<file path="src/rlec_pkg.sv">
// shared types and constants of the led effect controller
package rlec_pkg;

   localparam int CHAN_W     = 8;
   localparam int RGB_W      = 3 * CHAN_W;
   localparam int MODE_W     = 3;
   localparam int INTERVAL_W = 16;
   localparam int ELAPSED_W  = 9;
   localparam int TOGGLE_W   = 9;
   localparam int CSR_IDX_W  = 2;
   localparam int CSR_DATA_W = 8;

   // command codes
   localparam logic [MODE_W-1:0] MODE_TICK    = 3'd0;
   localparam logic [MODE_W-1:0] MODE_SOLID   = 3'd1;
   localparam logic [MODE_W-1:0] MODE_FLASH   = 3'd2;
   localparam logic [MODE_W-1:0] MODE_RAINBOW = 3'd3;
   localparam logic [MODE_W-1:0] MODE_SUSPEND = 3'd4;

   // register indexes
   localparam logic [CSR_IDX_W-1:0] CSR_STEP       = 2'd0;
   localparam logic [CSR_IDX_W-1:0] CSR_PERIOD     = 2'd1;
   localparam logic [CSR_IDX_W-1:0] CSR_SATURATION = 2'd2;
   localparam logic [CSR_IDX_W-1:0] CSR_BRIGHTNESS = 2'd3;

   // register reset values
   localparam logic [CHAN_W-1:0] STEP_RST       = 8'd3;
   localparam logic [CHAN_W-1:0] PERIOD_RST     = 8'd30;
   localparam logic [CHAN_W-1:0] SATURATION_RST = 8'd255;
   localparam logic [CHAN_W-1:0] BRIGHTNESS_RST = 8'd100;

   // hsv conversion constants
   localparam int                HUE_SECTOR = 43;
   localparam int                REM_SCALE  = 6;
   localparam int                NUM_SECTOR = 6;
   localparam logic [CHAN_W-1:0] CHAN_MAX   = 8'd255;
   localparam logic [RGB_W-1:0]  RGB_BLACK  = 24'h000000;

   localparam logic [ELAPSED_W-1:0] ELAPSED_MAX = 9'd511;

   typedef struct packed {
      logic capture;
      logic exec;
      logic hsv_a;
      logic hsv_b;
      logic load_out;
   } cmd_type;

   typedef struct packed {
      logic has_result;
      logic need_hsv;
   } sts_type;

endpackage

</file>
<file path="src/rlec_ifs.sv">
// request and response channel interfaces of the led effect controller
interface rlec_req_if;
   logic                                valid;
   logic                                ready;
   logic [rlec_pkg::MODE_W-1:0]         mode;
   logic [rlec_pkg::CHAN_W-1:0]         red;
   logic [rlec_pkg::CHAN_W-1:0]         green;
   logic [rlec_pkg::CHAN_W-1:0]         blue;
   logic [rlec_pkg::CHAN_W-1:0]         flash_count;
   logic [rlec_pkg::INTERVAL_W-1:0]     flash_interval;
   logic                                suspend;

   modport source (output valid, mode, red, green, blue, flash_count, flash_interval,
                   suspend, input ready);
   modport sink (input valid, mode, red, green, blue, flash_count, flash_interval,
                 suspend, output ready);
endinterface

interface rlec_rsp_if;
   logic                        valid;
   logic                        ready;
   logic [rlec_pkg::CHAN_W-1:0] led_red;
   logic [rlec_pkg::CHAN_W-1:0] led_green;
   logic [rlec_pkg::CHAN_W-1:0] led_blue;

   modport source (output valid, led_red, led_green, led_blue, input ready);
   modport sink (input valid, led_red, led_green, led_blue, output ready);
endinterface

</file>
<file path="src/rlec_datapath.sv">
// effect state, registers, hsv conversion and output register
module rlec_datapath (
   input  logic                                clock,
   input  logic                                reset,
   input  rlec_pkg::cmd_type                   cmd,
   output rlec_pkg::sts_type                   sts,
   input  logic [rlec_pkg::MODE_W-1:0]         mode,
   input  logic [rlec_pkg::CHAN_W-1:0]         red,
   input  logic [rlec_pkg::CHAN_W-1:0]         green,
   input  logic [rlec_pkg::CHAN_W-1:0]         blue,
   input  logic [rlec_pkg::CHAN_W-1:0]         flash_count,
   input  logic [rlec_pkg::INTERVAL_W-1:0]     flash_interval,
   input  logic                                suspend,
   input  logic                                csr_we,
   input  logic [rlec_pkg::CSR_IDX_W-1:0]      csr_index,
   input  logic [rlec_pkg::CSR_DATA_W-1:0]     csr_wdata,
   output logic [rlec_pkg::CHAN_W-1:0]         led_red,
   output logic [rlec_pkg::CHAN_W-1:0]         led_green,
   output logic [rlec_pkg::CHAN_W-1:0]         led_blue
);

   // captured transaction
   logic [rlec_pkg::MODE_W-1:0]     mode_ff;
   logic [rlec_pkg::RGB_W-1:0]      colour_ff;
   logic [rlec_pkg::CHAN_W-1:0]     count_ff;
   logic [rlec_pkg::INTERVAL_W-1:0] interval_ff;
   logic                            suspend_ff;

   // configuration
   logic [rlec_pkg::CHAN_W-1:0] step_ff, period_ff, sat_ff, bright_ff;

   // effect state
   logic                            suspended_ff, suspended_in;
   logic                            flashing_ff, flashing_in;
   logic                            rainbow_ff, rainbow_in;
   logic                            lit_ff, lit_in;
   logic [rlec_pkg::CHAN_W-1:0]     hue_ff, hue_in;
   logic [rlec_pkg::ELAPSED_W-1:0]  elapsed_ff, elapsed_in;
   logic [rlec_pkg::RGB_W-1:0]      flash_colour_ff, flash_colour_in;
   logic [rlec_pkg::TOGGLE_W-1:0]   toggles_ff, toggles_in;
   logic [rlec_pkg::INTERVAL_W-1:0] wait_ff, wait_in;
   logic [rlec_pkg::INTERVAL_W-1:0] flash_interval_ff, flash_interval_in;

   logic [rlec_pkg::RGB_W-1:0]      direct_rgb;
   logic [rlec_pkg::INTERVAL_W-1:0] wait_dec;
   logic [rlec_pkg::ELAPSED_W-1:0]  elapsed_inc;

   // hsv pipeline
   logic [2:0]                  region_ff, region_in;
   logic [rlec_pkg::CHAN_W-1:0] p_arg_ff, q_arg_ff, t_arg_ff;
   logic [rlec_pkg::CHAN_W-1:0] p_arg_in, q_arg_in, t_arg_in;
   logic [rlec_pkg::CHAN_W-1:0] base, rem;
   logic [2*rlec_pkg::CHAN_W-1:0] sr_prod, st_prod, p_prod, q_prod, t_prod;
   logic [rlec_pkg::CHAN_W-1:0] p_val, q_val, t_val, v_val;
   logic [rlec_pkg::RGB_W-1:0]  hsv_rgb;

   logic [rlec_pkg::RGB_W-1:0]  res_ff;
   logic [rlec_pkg::RGB_W-1:0]  out_ff;

   // command evaluation
   always_comb begin
      suspended_in      = suspended_ff;
      flashing_in       = flashing_ff;
      rainbow_in        = rainbow_ff;
      lit_in            = lit_ff;
      hue_in            = hue_ff;
      elapsed_in        = elapsed_ff;
      flash_colour_in   = flash_colour_ff;
      toggles_in        = toggles_ff;
      wait_in           = wait_ff;
      flash_interval_in = flash_interval_ff;
      direct_rgb        = rlec_pkg::RGB_BLACK;
      sts               = '0;
      wait_dec    = (wait_ff != '0) ? wait_ff - 16'd1 : wait_ff;
      elapsed_inc = (elapsed_ff != rlec_pkg::ELAPSED_MAX) ? elapsed_ff + 9'd1 : elapsed_ff;

      unique case (mode_ff)
         rlec_pkg::MODE_SUSPEND: begin
            suspended_in = suspend_ff;
            if (suspend_ff) begin
               flashing_in = 1'b0;
               rainbow_in  = 1'b0;
            end
         end
         rlec_pkg::MODE_SOLID: begin
            if (!suspended_ff) begin
               flashing_in    = 1'b0;
               rainbow_in     = 1'b0;
               direct_rgb     = colour_ff;
               sts.has_result = 1'b1;
            end
         end
         rlec_pkg::MODE_FLASH: begin
            if (!suspended_ff) begin
               flashing_in       = 1'b1;
               rainbow_in        = 1'b0;
               flash_colour_in   = colour_ff;
               toggles_in        = {count_ff, 1'b0};
               flash_interval_in = interval_ff;
               wait_in           = '0;
               lit_in            = 1'b0;
            end
         end
         rlec_pkg::MODE_RAINBOW: begin
            if (!suspended_ff) begin
               flashing_in = 1'b0;
               rainbow_in  = 1'b1;
               elapsed_in  = '0;
            end
         end
         rlec_pkg::MODE_TICK: begin
            if (!suspended_ff) begin
               if (flashing_ff) begin
                  wait_in = wait_dec;
                  if (wait_dec == '0) begin
                     sts.has_result = 1'b1;
                     if (toggles_ff != '0) begin
                        lit_in     = !lit_ff;
                        direct_rgb = lit_ff ? rlec_pkg::RGB_BLACK : flash_colour_ff;
                        wait_in    = flash_interval_ff;
                        toggles_in = toggles_ff - 9'd1;
                     end else begin
                        flashing_in = 1'b0;
                     end
                  end
               end else if (rainbow_ff) begin
                  elapsed_in = elapsed_inc;
                  if (elapsed_inc > {1'b0, period_ff}) begin
                     elapsed_in     = '0;
                     hue_in         = hue_ff + step_ff;
                     sts.has_result = 1'b1;
                     sts.need_hsv   = 1'b1;
                  end
               end
            end
         end
         default: begin
         end
      endcase
   end

   // hsv first step: sector, remainder and the saturation products
   always_comb begin
      region_in = '0;
      base      = '0;
      for (int k = 1; k < rlec_pkg::NUM_SECTOR; k++) begin
         if (hue_ff >= 8'(k * rlec_pkg::HUE_SECTOR)) begin
            region_in = 3'(k);
            base      = 8'(k * rlec_pkg::HUE_SECTOR);
         end
      end
      rem      = 8'((hue_ff - base) * 8'(rlec_pkg::REM_SCALE));
      sr_prod  = sat_ff * rem;
      st_prod  = sat_ff * (rlec_pkg::CHAN_MAX - rem);
      p_arg_in = rlec_pkg::CHAN_MAX - sat_ff;
      q_arg_in = rlec_pkg::CHAN_MAX - sr_prod[15:8];
      t_arg_in = rlec_pkg::CHAN_MAX - st_prod[15:8];
   end

   // hsv second step: brightness products and channel mapping
   always_comb begin
      v_val  = bright_ff;
      p_prod = v_val * p_arg_ff;
      q_prod = v_val * q_arg_ff;
      t_prod = v_val * t_arg_ff;
      p_val  = p_prod[15:8];
      q_val  = q_prod[15:8];
      t_val  = t_prod[15:8];
      case (region_ff)
         3'd0:    hsv_rgb = {v_val, t_val, p_val};
         3'd1:    hsv_rgb = {q_val, v_val, p_val};
         3'd2:    hsv_rgb = {p_val, v_val, t_val};
         3'd3:    hsv_rgb = {p_val, q_val, v_val};
         3'd4:    hsv_rgb = {t_val, p_val, v_val};
         default: hsv_rgb = {v_val, p_val, q_val};
      endcase
   end

   always_ff @(posedge clock) begin
      if (reset) begin
         step_ff           <= rlec_pkg::STEP_RST;
         period_ff         <= rlec_pkg::PERIOD_RST;
         sat_ff            <= rlec_pkg::SATURATION_RST;
         bright_ff         <= rlec_pkg::BRIGHTNESS_RST;
         suspended_ff      <= 1'b0;
         flashing_ff       <= 1'b0;
         rainbow_ff        <= 1'b0;
         lit_ff            <= 1'b0;
         hue_ff            <= '0;
         elapsed_ff        <= '0;
         flash_colour_ff   <= rlec_pkg::RGB_BLACK;
         toggles_ff        <= '0;
         wait_ff           <= '0;
         flash_interval_ff <= '0;
      end else begin
         if (csr_we) begin
            unique case (csr_index)
               rlec_pkg::CSR_STEP:       step_ff   <= csr_wdata;
               rlec_pkg::CSR_PERIOD:     period_ff <= csr_wdata;
               rlec_pkg::CSR_SATURATION: sat_ff    <= csr_wdata;
               rlec_pkg::CSR_BRIGHTNESS: bright_ff <= csr_wdata;
               default: begin
               end
            endcase
         end
         if (cmd.exec) begin
            suspended_ff      <= suspended_in;
            flashing_ff       <= flashing_in;
            rainbow_ff        <= rainbow_in;
            lit_ff            <= lit_in;
            hue_ff            <= hue_in;
            elapsed_ff        <= elapsed_in;
            flash_colour_ff   <= flash_colour_in;
            toggles_ff        <= toggles_in;
            wait_ff           <= wait_in;
            flash_interval_ff <= flash_interval_in;
         end
      end
   end

   // payload registers
   always_ff @(posedge clock) begin
      if (cmd.capture) begin
         mode_ff     <= mode;
         colour_ff   <= {red, green, blue};
         count_ff    <= flash_count;
         interval_ff <= flash_interval;
         suspend_ff  <= suspend;
      end
      if (cmd.hsv_a) begin
         region_ff <= region_in;
         p_arg_ff  <= p_arg_in;
         q_arg_ff  <= q_arg_in;
         t_arg_ff  <= t_arg_in;
      end
      if (cmd.exec) begin
         res_ff <= direct_rgb;
      end else if (cmd.hsv_b) begin
         res_ff <= hsv_rgb;
      end
      if (cmd.load_out) begin
         out_ff <= res_ff;
      end
   end

   assign led_red   = out_ff[23:16];
   assign led_green = out_ff[15:8];
   assign led_blue  = out_ff[7:0];

endmodule

</file>
<file path="src/rlec_ctrl.sv">
// sequencing state machine of the led effect controller
module rlec_ctrl (
   input  logic              clock,
   input  logic              reset,
   input  logic              req_valid,
   output logic              req_ready,
   output logic              rsp_valid,
   input  logic              rsp_ready,
   input  rlec_pkg::sts_type sts,
   output rlec_pkg::cmd_type cmd
);

   typedef enum logic [2:0] {
      ST_IDLE,
      ST_EXEC,
      ST_HSV_A,
      ST_HSV_B,
      ST_EMIT
   } state_type;

   state_type state_ff, state_in;
   logic      rsp_valid_ff, rsp_valid_in;
   logic      slot_free;

   always_comb begin
      state_in     = state_ff;
      cmd          = '0;
      slot_free    = !rsp_valid_ff || rsp_ready;
      unique case (state_ff)
         ST_IDLE: begin
            if (req_valid) begin
               cmd.capture = 1'b1;
               state_in    = ST_EXEC;
            end
         end
         ST_EXEC: begin
            cmd.exec = 1'b1;
            if (sts.need_hsv) begin
               state_in = ST_HSV_A;
            end else if (sts.has_result) begin
               state_in = ST_EMIT;
            end else begin
               state_in = ST_IDLE;
            end
         end
         ST_HSV_A: begin
            cmd.hsv_a = 1'b1;
            state_in  = ST_HSV_B;
         end
         ST_HSV_B: begin
            cmd.hsv_b = 1'b1;
            state_in  = ST_EMIT;
         end
         ST_EMIT: begin
            if (slot_free) begin
               cmd.load_out = 1'b1;
               state_in     = ST_IDLE;
            end
         end
         default: state_in = ST_IDLE;
      endcase
      if (cmd.load_out) begin
         rsp_valid_in = 1'b1;
      end else if (rsp_ready) begin
         rsp_valid_in = 1'b0;
      end else begin
         rsp_valid_in = rsp_valid_ff;
      end
   end

   always_ff @(posedge clock) begin
      if (reset) begin
         state_ff     <= ST_IDLE;
         rsp_valid_ff <= 1'b0;
      end else begin
         state_ff     <= state_in;
         rsp_valid_ff <= rsp_valid_in;
      end
   end

   assign req_ready = (state_ff == ST_IDLE);
   assign rsp_valid = rsp_valid_ff;

endmodule

</file>
<file path="src/rgb_led_effect_controller.sv">
// top level of the rgb led effect controller
//
//   channel   role    payload
//   req_bus   sink    mode, red, green, blue, flash_count, flash_interval, suspend
//   rsp_bus   source  led_red, led_green, led_blue
//   csr_*     write   csr_we, csr_index, csr_wdata (no read-back)
//
// a command that writes nothing passes through capture and evaluation only, a solid
// colour or flash step also through emit, and a rainbow update also through the two
// hsv multiply steps, in sequence, one transaction at a time under the control fsm.
// the output register holds a result until taken; a new transaction is accepted
// meanwhile and only waits in its emit step if the register is still full.
// reset is synchronous and restores the register defaults and an idle, unsuspended led.
module rgb_led_effect_controller (
   input  logic                                clock,
   input  logic                                reset,
   rlec_req_if.sink                            req_bus,
   rlec_rsp_if.source                          rsp_bus,
   input  logic                                csr_we,
   input  logic [rlec_pkg::CSR_IDX_W-1:0]      csr_index,
   input  logic [rlec_pkg::CSR_DATA_W-1:0]     csr_wdata
);

   rlec_pkg::cmd_type cmd;
   rlec_pkg::sts_type sts;
   logic              req_ready;
   logic              rsp_valid;

   // sequencing: capture, evaluate, optional hsv steps, emit
   rlec_ctrl u_ctrl (
      .clock     (clock),
      .reset     (reset),
      .req_valid (req_bus.valid),
      .req_ready (req_ready),
      .rsp_valid (rsp_valid),
      .rsp_ready (rsp_bus.ready),
      .sts       (sts),
      .cmd       (cmd)
   );

   // effect state, configuration registers and colour math
   rlec_datapath u_datapath (
      .clock          (clock),
      .reset          (reset),
      .cmd            (cmd),
      .sts            (sts),
      .mode           (req_bus.mode),
      .red            (req_bus.red),
      .green          (req_bus.green),
      .blue           (req_bus.blue),
      .flash_count    (req_bus.flash_count),
      .flash_interval (req_bus.flash_interval),
      .suspend        (req_bus.suspend),
      .csr_we         (csr_we),
      .csr_index      (csr_index),
      .csr_wdata      (csr_wdata),
      .led_red        (rsp_bus.led_red),
      .led_green      (rsp_bus.led_green),
      .led_blue       (rsp_bus.led_blue)
   );

   assign req_bus.ready = req_ready;
   assign rsp_bus.valid = rsp_valid;

endmodule

</file>
<file path="src/flat_wrapper.sv">
// flat-port wrapper written by rule: the top's interface ports become plain ports
module rgb_led_effect_controller_flat 
  (clock, reset, csr_we, csr_index, csr_wdata, req_bus_valid, req_bus_mode, req_bus_red, req_bus_green, req_bus_blue, req_bus_flash_count, req_bus_flash_interval, req_bus_suspend, req_bus_ready, rsp_bus_valid, rsp_bus_led_red, rsp_bus_led_green, rsp_bus_led_blue, rsp_bus_ready);
  rlec_req_if req_bus_i ();
  rlec_rsp_if rsp_bus_i ();
  input  logic clock;
  input  logic reset;
  input  logic csr_we;
  input  logic [rlec_pkg::CSR_IDX_W-1:0] csr_index;
  input  logic [rlec_pkg::CSR_DATA_W-1:0] csr_wdata;
  input wire logic [$bits(req_bus_i.valid)-1:0] req_bus_valid;
  input wire logic [$bits(req_bus_i.mode)-1:0] req_bus_mode;
  input wire logic [$bits(req_bus_i.red)-1:0] req_bus_red;
  input wire logic [$bits(req_bus_i.green)-1:0] req_bus_green;
  input wire logic [$bits(req_bus_i.blue)-1:0] req_bus_blue;
  input wire logic [$bits(req_bus_i.flash_count)-1:0] req_bus_flash_count;
  input wire logic [$bits(req_bus_i.flash_interval)-1:0] req_bus_flash_interval;
  input wire logic [$bits(req_bus_i.suspend)-1:0] req_bus_suspend;
  output wire logic [$bits(req_bus_i.ready)-1:0] req_bus_ready;
  output wire logic [$bits(rsp_bus_i.valid)-1:0] rsp_bus_valid;
  output wire logic [$bits(rsp_bus_i.led_red)-1:0] rsp_bus_led_red;
  output wire logic [$bits(rsp_bus_i.led_green)-1:0] rsp_bus_led_green;
  output wire logic [$bits(rsp_bus_i.led_blue)-1:0] rsp_bus_led_blue;
  input wire logic [$bits(rsp_bus_i.ready)-1:0] rsp_bus_ready;
  assign req_bus_i.valid = req_bus_valid;
  assign req_bus_i.mode = req_bus_mode;
  assign req_bus_i.red = req_bus_red;
  assign req_bus_i.green = req_bus_green;
  assign req_bus_i.blue = req_bus_blue;
  assign req_bus_i.flash_count = req_bus_flash_count;
  assign req_bus_i.flash_interval = req_bus_flash_interval;
  assign req_bus_i.suspend = req_bus_suspend;
  assign req_bus_ready = req_bus_i.ready;
  assign rsp_bus_valid = rsp_bus_i.valid;
  assign rsp_bus_led_red = rsp_bus_i.led_red;
  assign rsp_bus_led_green = rsp_bus_i.led_green;
  assign rsp_bus_led_blue = rsp_bus_i.led_blue;
  assign rsp_bus_i.ready = rsp_bus_ready;
  rgb_led_effect_controller u_core (.clock(clock), .reset(reset), .req_bus(req_bus_i), .rsp_bus(rsp_bus_i), .csr_we(csr_we), .csr_index(csr_index), .csr_wdata(csr_wdata));
endmodule
</file>
<file path="config.mk">
export PLATFORM = sky130hd
export DESIGN_NAME = rgb_led_effect_controller_flat
export DESIGN_NICKNAME = d
export VERILOG_FILES = /design/src/rlec_pkg.sv /design/src/rlec_ifs.sv /design/src/rlec_datapath.sv /design/src/rlec_ctrl.sv /design/src/rgb_led_effect_controller.sv /design/src/flat_wrapper.sv
export SDC_FILE = /design/constraint.sdc
export NUM_CORES = 1
export LEC_CHECK = 0
export ABC_AREA = 1
export BUFFER_PORTS_ARGS = -buffer_cell sky130_fd_sc_hd__buf_2
export CAP_MARGIN = 20
export CORE_ASPECT_RATIO = 1.1
export CORE_MARGIN = 5
export CORE_UTILIZATION = 61
export DETAILED_ROUTE_END_ITERATION = 10
export PLACE_DENSITY_LB_ADDON = 0.1
export SYNTH_ARGS = -nofsm -noshare
export SYNTH_HDL_FRONTEND = slang
export SYNTH_HIERARCHICAL = 1
export SYNTH_SLANG_ARGS = --single-unit
</file>
<file path="constraint.sdc">
create_clock -name clock -period 10.8 [get_ports clock]
set_input_delay 2.16 -clock clock [delete_from_list [all_inputs] [get_ports clock]]
set_output_delay 2.16 -clock clock [all_outputs]
set_load 0.005 [all_outputs]
</file>
# After elaboration in Yosys (flattened, before gate mapping)
# Index checks and enable logic that the tools add are counted.
[totals]
output_inout_bits = 26
elab_cells = 188
inputBits = 67
reg_bits = 249
[op_classes]
n_eq_ne = 29
mul = 6
n_bitwise = 2
muxes = 76
addsub = 9
magnitude_cmp = 6
n_reduce_logical = 32
[ops]
columns = ["op", "count"]
rows = [
  ["$mux W24", 8],
  ["$pmux W24 S5", 1],
  ["$mux W9", 11],
  ["$mux W16", 6],
  ["$mul A8 B8 Y16", 3],
  ["$pmux W24 S2", 1],
  ["$pmux W9 S2", 2],
  ["$mux W8", 4],
  ["$pmux W16 S2", 1],
  ["$mux W1", 27],
  ["$ne A2 B2 Y1 const B", 13],
  ["$ge A8 B8 Y1 const B", 3],
  ["$sub A8 B8 Y8 const A", 3],
  ["$eq A3 B2 Y1 const B", 6],
  ["$mux W3", 6],
  ["$reduce_and A6 Y1", 3],
  ["$logic_not A16 Y1", 1],
  ["$mul A9 B9 Y16", 1],
  ["$reduce_bool A16 Y1", 1],
  ["$sub A16 B1 Y16 const B", 1],
  ["$mul A8 B7 Y15", 1],
  ["$pmux W3 S5", 1],
  ["$reduce_and A2 Y1", 6],
  ["$reduce_and A5 Y1", 2],
  ["31 further kinds", 48],
]

# Longest topological paths before layout
[logic_depth]
ltp_word = 11
mapped_depth = 40
depth_no_buf = 39

# Modules after synthesis
# The synthesis kept the hierarchy.
[by_module_without_submodules]
columns = ["module", "area_each_um2", "cells_per_inst", "n_inst", "seq_area_each_um2"]
rows = [
  ["rlec_datapath", 22059.9, 2873, 1, 6175.9],
  ["rlec_ctrl", 230.2, 35, 1, 80.1],
]

# Worst setup path after synthesis
# Ideal clock, no wire load.
[synth_path]
path_kind = "register to register"
start = "register u_core/u_datapath/hue_ff[1] (netlist bit)"
end = "register u_core/u_datapath/q_arg_ff[5] (netlist bit), data pin"
arrival_ns = 7.218
n_path_buf = 1
stages_incl_launch_ff = 38
slack_ns = 3.330
required_ns = 10.548
synth_period_minus_slack_ns = 7.470
cell_sequence = "dfxtp_1 -> inv_1 -> nand3_1 -> o41ai_1 -> a21oi_1 -> nand2_1 -> nand2_1 -> ha_1 -> fa_1 -> xnor2_1 -> ha_1 -> a21oi_1 -> nand2_1 -> nand2_1 -> nand2_1 -> a21oi_1 -> a21o_1 -> nand2_1 -> [2 not listed] -> nand3_1 -> fa_1 -> fa_1 -> inv_1 -> fa_1 -> inv_1 -> fa_1 -> inv_1 -> ha_1 -> nand2_1 -> o21ai_0 -> a21oi_1 -> o21ai_0 -> nand3_1 -> o211ai_1 -> nand3_1 -> nand3_1 -> nand2_1"
[synth_via]
elab_chain_cells = 10
elab_cells_between_ends = 14
classes_between = "add/sub (2); mul (2); order compare (5); mux (5)"
[synth_rtl]
columns = ["item", "line", "rtl"]
rows = [
  ["from (decl)", "rlec_datapath.sv:37", "logic [rlec_pkg::CHAN_W-1:0] hue_ff, hue_in;"],
  ["from (signal assigned)", "rlec_datapath.sv:211", "hue_ff <= hue_in;"],
  ["$ge A8 B6 Y1", "rlec_datapath.sv:147", "if (hue_ff >= 8'(k * rlec_pkg::HUE_SECTOR)) begin"],
  ["$mux W6", "rlec_datapath.sv:147", ""],
  ["$mux W8 (4 in series)", "rlec_datapath.sv:147", ""],
  ["$sub A8 B8 Y8 (*)", "rlec_datapath.sv:152", "rem = 8'((hue_ff - base) * 8'(rlec_pkg::REM_SCALE));"],
  ["$mul A8 B2 Y7 (*)", "rlec_datapath.sv:152", ""],
  ["$mul A8 B7 Y15 (*)", "rlec_datapath.sv:153", "sr_prod = sat_ff * rem;"],
  ["$sub A8 B8 Y8 (*)", "rlec_datapath.sv:156", "q_arg_in = rlec_pkg::CHAN_MAX - sr_prod[15:8];"],
  ["net u_core.u_datapath.q_arg_in, one bit", "rlec_datapath.sv:51", "logic [rlec_pkg::CHAN_W-1:0] p_arg_in, q_arg_in, t_arg_in;"],
  ["to (signal assigned)", "rlec_datapath.sv:233", "q_arg_ff <= q_arg_in;"],
  ["to (decl)", "rlec_datapath.sv:50", "logic [rlec_pkg::CHAN_W-1:0] p_arg_ff, q_arg_ff, t_arg_ff;"],
]
# Mark *: on every way through the listed nets, which the timed path passes. The rest lies on a longest branch.
# A chain may end at the register's enable or synchronous reset.

# Worst setup path after layout
# Ends and elaborated chain as after synthesis.

==> metrics.txt <==
cell area after synthesis 22300 µm²; via count 19100; Post-synth EDFFs 127; post-CTS setup buffer count 0; # resized after CTS 0; clock sinks 249; crit path time final 8450 ps; CTS Buffer Depth 3; mean post-synth cell area 7.67 µm²; Post-DP HPWL 43.1 mm; Slew Viols, Final 0; GR Overflow Total 0; largest net degree at the start of global routing 88; root buf cell clkbuf_16; port bufs 92; Synth Flop Type edfxtp_1; Max Cap Viol 0; Row Count 73; Post-CTS Hold Fix Bufs 0; nets 3370; reg2reg path depth 34; main combinational cell family by area after synthesis adder cells; total power 0.00317 W; number of stages on the worst hold path 0; Slew HR 0.376; Synth Area in Simple Gates 0.241; WL final 56.6 mm; Final Hold Viols 0; CTS tree built; Worst Hold Class reg2reg; critical path's slowest cell fa_1; Global Route Usage Sum 0.282; Mapped Cells 2908; Synth Area in Adders 0.263; n_diodes 0; VDD IR-drop max 0.133 mV; H-tree depth 1; CP max stage delay 550 ps; placed inst area 23100 µm²; number of fill cells in the layout 3178; drt first pass iters 5; gp weighted congestion 0.925; Yosys cell types 50; Post-Layout Inst Area 23900 µm²; first-pass GRT wire length 93.7 mm; Worst-Margin Slew 933 ps; vias in the first global route 19200; Seq/Total Area, Yosys 0.281; average wire per standard cell 16.4 µm; Num CTS Buffers 27; Leakage 12.2 nW; Critical Path AT 8750 ps; YS warnings 6; Clock Pin Slew Worst Setup and Hold Paths 60 ps; Worst-Skew Late Latency 550 ps; Syn Nets 3340; TNS Setup 0 ps; Core ar. 36200 µm²; fin crit share 0.783; Ports 93; RSZ-0062 raised after global routing no; Yosys reg bits 249; largest area contributor in the netlist edfxtp_1; multiplexer share of the synthesized area 0.000505; Fmax 0.118 GHz; Worst Path Required 11100 ps; CP dominant cell by count inv_1; starting density of the core 0.616; post-synth top area share 0.171; chip width 192 µm; layout cells sized above 1 0.0727; initial drt markers 1635; CP endpoint kind register; Synth area leaders edfxtp_1, fa_1, dfxtp_1; DRC violations left 0; die footprint 40500 µm²; initial antenna violation count 0; vias per cell 5.55; area delta synth->final 7.42%; PD cells 132 nW/µm²; die extent in y 210 µm; Setup Viol. Count Final 0; Layout Skew 9.57 ps; result of the run completed; CP Max Fanout 10; CP startpoint kind register; DRT antenna net count 0; critical path type reg2reg; Synth Area in XOR/XNOR 0.0161; Compound-Gate Fraction of Synth Area 0.0854; asr flop ratio synth 0
-- where the power goes --
| part | internal [W] | total [W] | switching, W |
|---|---|---|---|
| combinational | 0.000435 | 0.00123 | 0.000790 |
| sequential | 0.00106 | 0.00108 | 0.0000200 |
| clock | 0.000485 | 0.000860 | 0.000375 |
| total | 0.00198 | 0.00317 | 0.00119 |
-- worst paths after layout --
kind	start	to	slack, ps
worst min register to register	u_core/u_datapath/res_ff[22]	u_core/u_datapath/out_ff[22]	420
worst max register to register	u_core/u_datapath/hue_ff[1]	u_core/u_datapath/q_arg_ff[5]	2350
worst min-delay path	u_core/u_datapath/res_ff[22]	u_core/u_datapath/out_ff[22]	420
worst max-delay path	u_core/u_datapath/hue_ff[1]	u_core/u_datapath/q_arg_ff[5]	2350
-- through the flow --
stage	setup WS [ps]	hold WS (ps)	instances	util
2_1_floorplan	3330	400	2908	-
3_3_place_gp	2770	401	3392	0.637
3_5_place_dp	2440	405	3393	0.638
4_1_cts	2400	418	3443	0.660
5_1_grt	1560	422	3446	0.662
6_report	2350	417	3446	0.662
-- cell usage in the layout (no fill, tap or decap), types with 22 or more instances in the layout --
| cell type | n |
|---|---|
| a21oi_1 | 175 |
| o21ai_0 | 124 |
| nand4_1 | 89 |
| ha_1 | 193 |
| nor2_1 | 284 |
| nand3_1 | 160 |
| dfxtp_1 | 122 |
| fa_1 | 172 |
| clkbuf_16 | 27 |
| xor2_1 | 22 |
| edfxtp_1 | 127 |
| inv_1 | 528 |
| buf_2 | 92 |
| nand2_1 | 625 |
-- critical path: cells and delay by family (launching register included) --
kind	cells	cell delay [ps]
AND/OR/NAND/NOR	9	990
XOR/XNOR	2	660
buffers and inverters	7	890
AO/OA/AOI/OAI	8	2040
flip-flops	1	350
adder cells (fa/ha/maj)	8	3260
-- layer usage --
metal,up-vias,share of wire,global-route usage
li1,9301,-,-
met1,9025,0.43,0.390
met4,0,0.029,0.0848
met2,688,0.48,0.471
met3,107,0.062,0.0296
met5,-,0,0
-- final cells by class --
class	instances	area [µm²]	share of cell area
Inverter	545	2050	0.0855
Clock inverter	17	124	0.00517
Clock buffer	33	698	0.0292
Timing Repair Buffer	115	681	0.0284
Tap cell	487	609	0.0254
Sequential cell	249	6260	0.261
Multi-Input combinational cell	2000	13500	0.565
-- kinds of logic (layout without fill, tap and decap cells) --
kind of cell | count (synthesis) | after routing
AOI/OAI and AO/OA | 353 | 353
DFF | 249 | 249
xor gates and xnor gates | 41 | 41
muxes | 1 | 1
and+or+nand+nor | 1240 | 1240
buffers and inverters | 659 | 710
adders and majority gates | 365 | 365
-- cell usage after synthesis (5+ instances only) --
cell type  instances
buf_1             18
nor2_1           286
o211ai_1          17
nor3_1            21
or2_2             12
clkbuf_1          76
a31oi_1            6
nor2_4             7
nand3b_1          12
xnor2_1           19
nor2_2             5
clkbuf_2          12
ha_1             193
nand3_2            6
dfxtp_1          122
o21bai_1           7
nand3_1          160
inv_1            529
clkinv_1           5
nand2_2            6
a21oi_1          175
xor2_1            22
fa_1             172
nand4_1           89
nand2_1          625
edfxtp_1         127
o21ai_0          124
inv_2             10
-- state kept, by name (all words and copies together), names as in the netlist, 8 cells and up --
name                                 flops
u_core/u_datapath/t_arg_ff               8
u_core/u_datapath/sat_ff                 8
u_core/u_datapath/count_ff               8
u_core/u_datapath/out_ff                24
u_core/u_datapath/wait_ff               16
u_core/u_datapath/res_ff                24
u_core/u_datapath/flash_colour_ff       24
u_core/u_datapath/q_arg_ff               8
u_core/u_datapath/interval_ff           16
u_core/u_datapath/colour_ff             24
u_core/u_datapath/flash_interval_ff     16
u_core/u_datapath/p_arg_ff               8
u_core/u_datapath/hue_ff                 8
u_core/u_datapath/toggles_ff             9
u_core/u_datapath/period_ff              8
u_core/u_datapath/elapsed_ff             9
u_core/u_datapath/step_ff                8
u_core/u_datapath/bright_ff              8
Power figures use the tool's default switching activity.
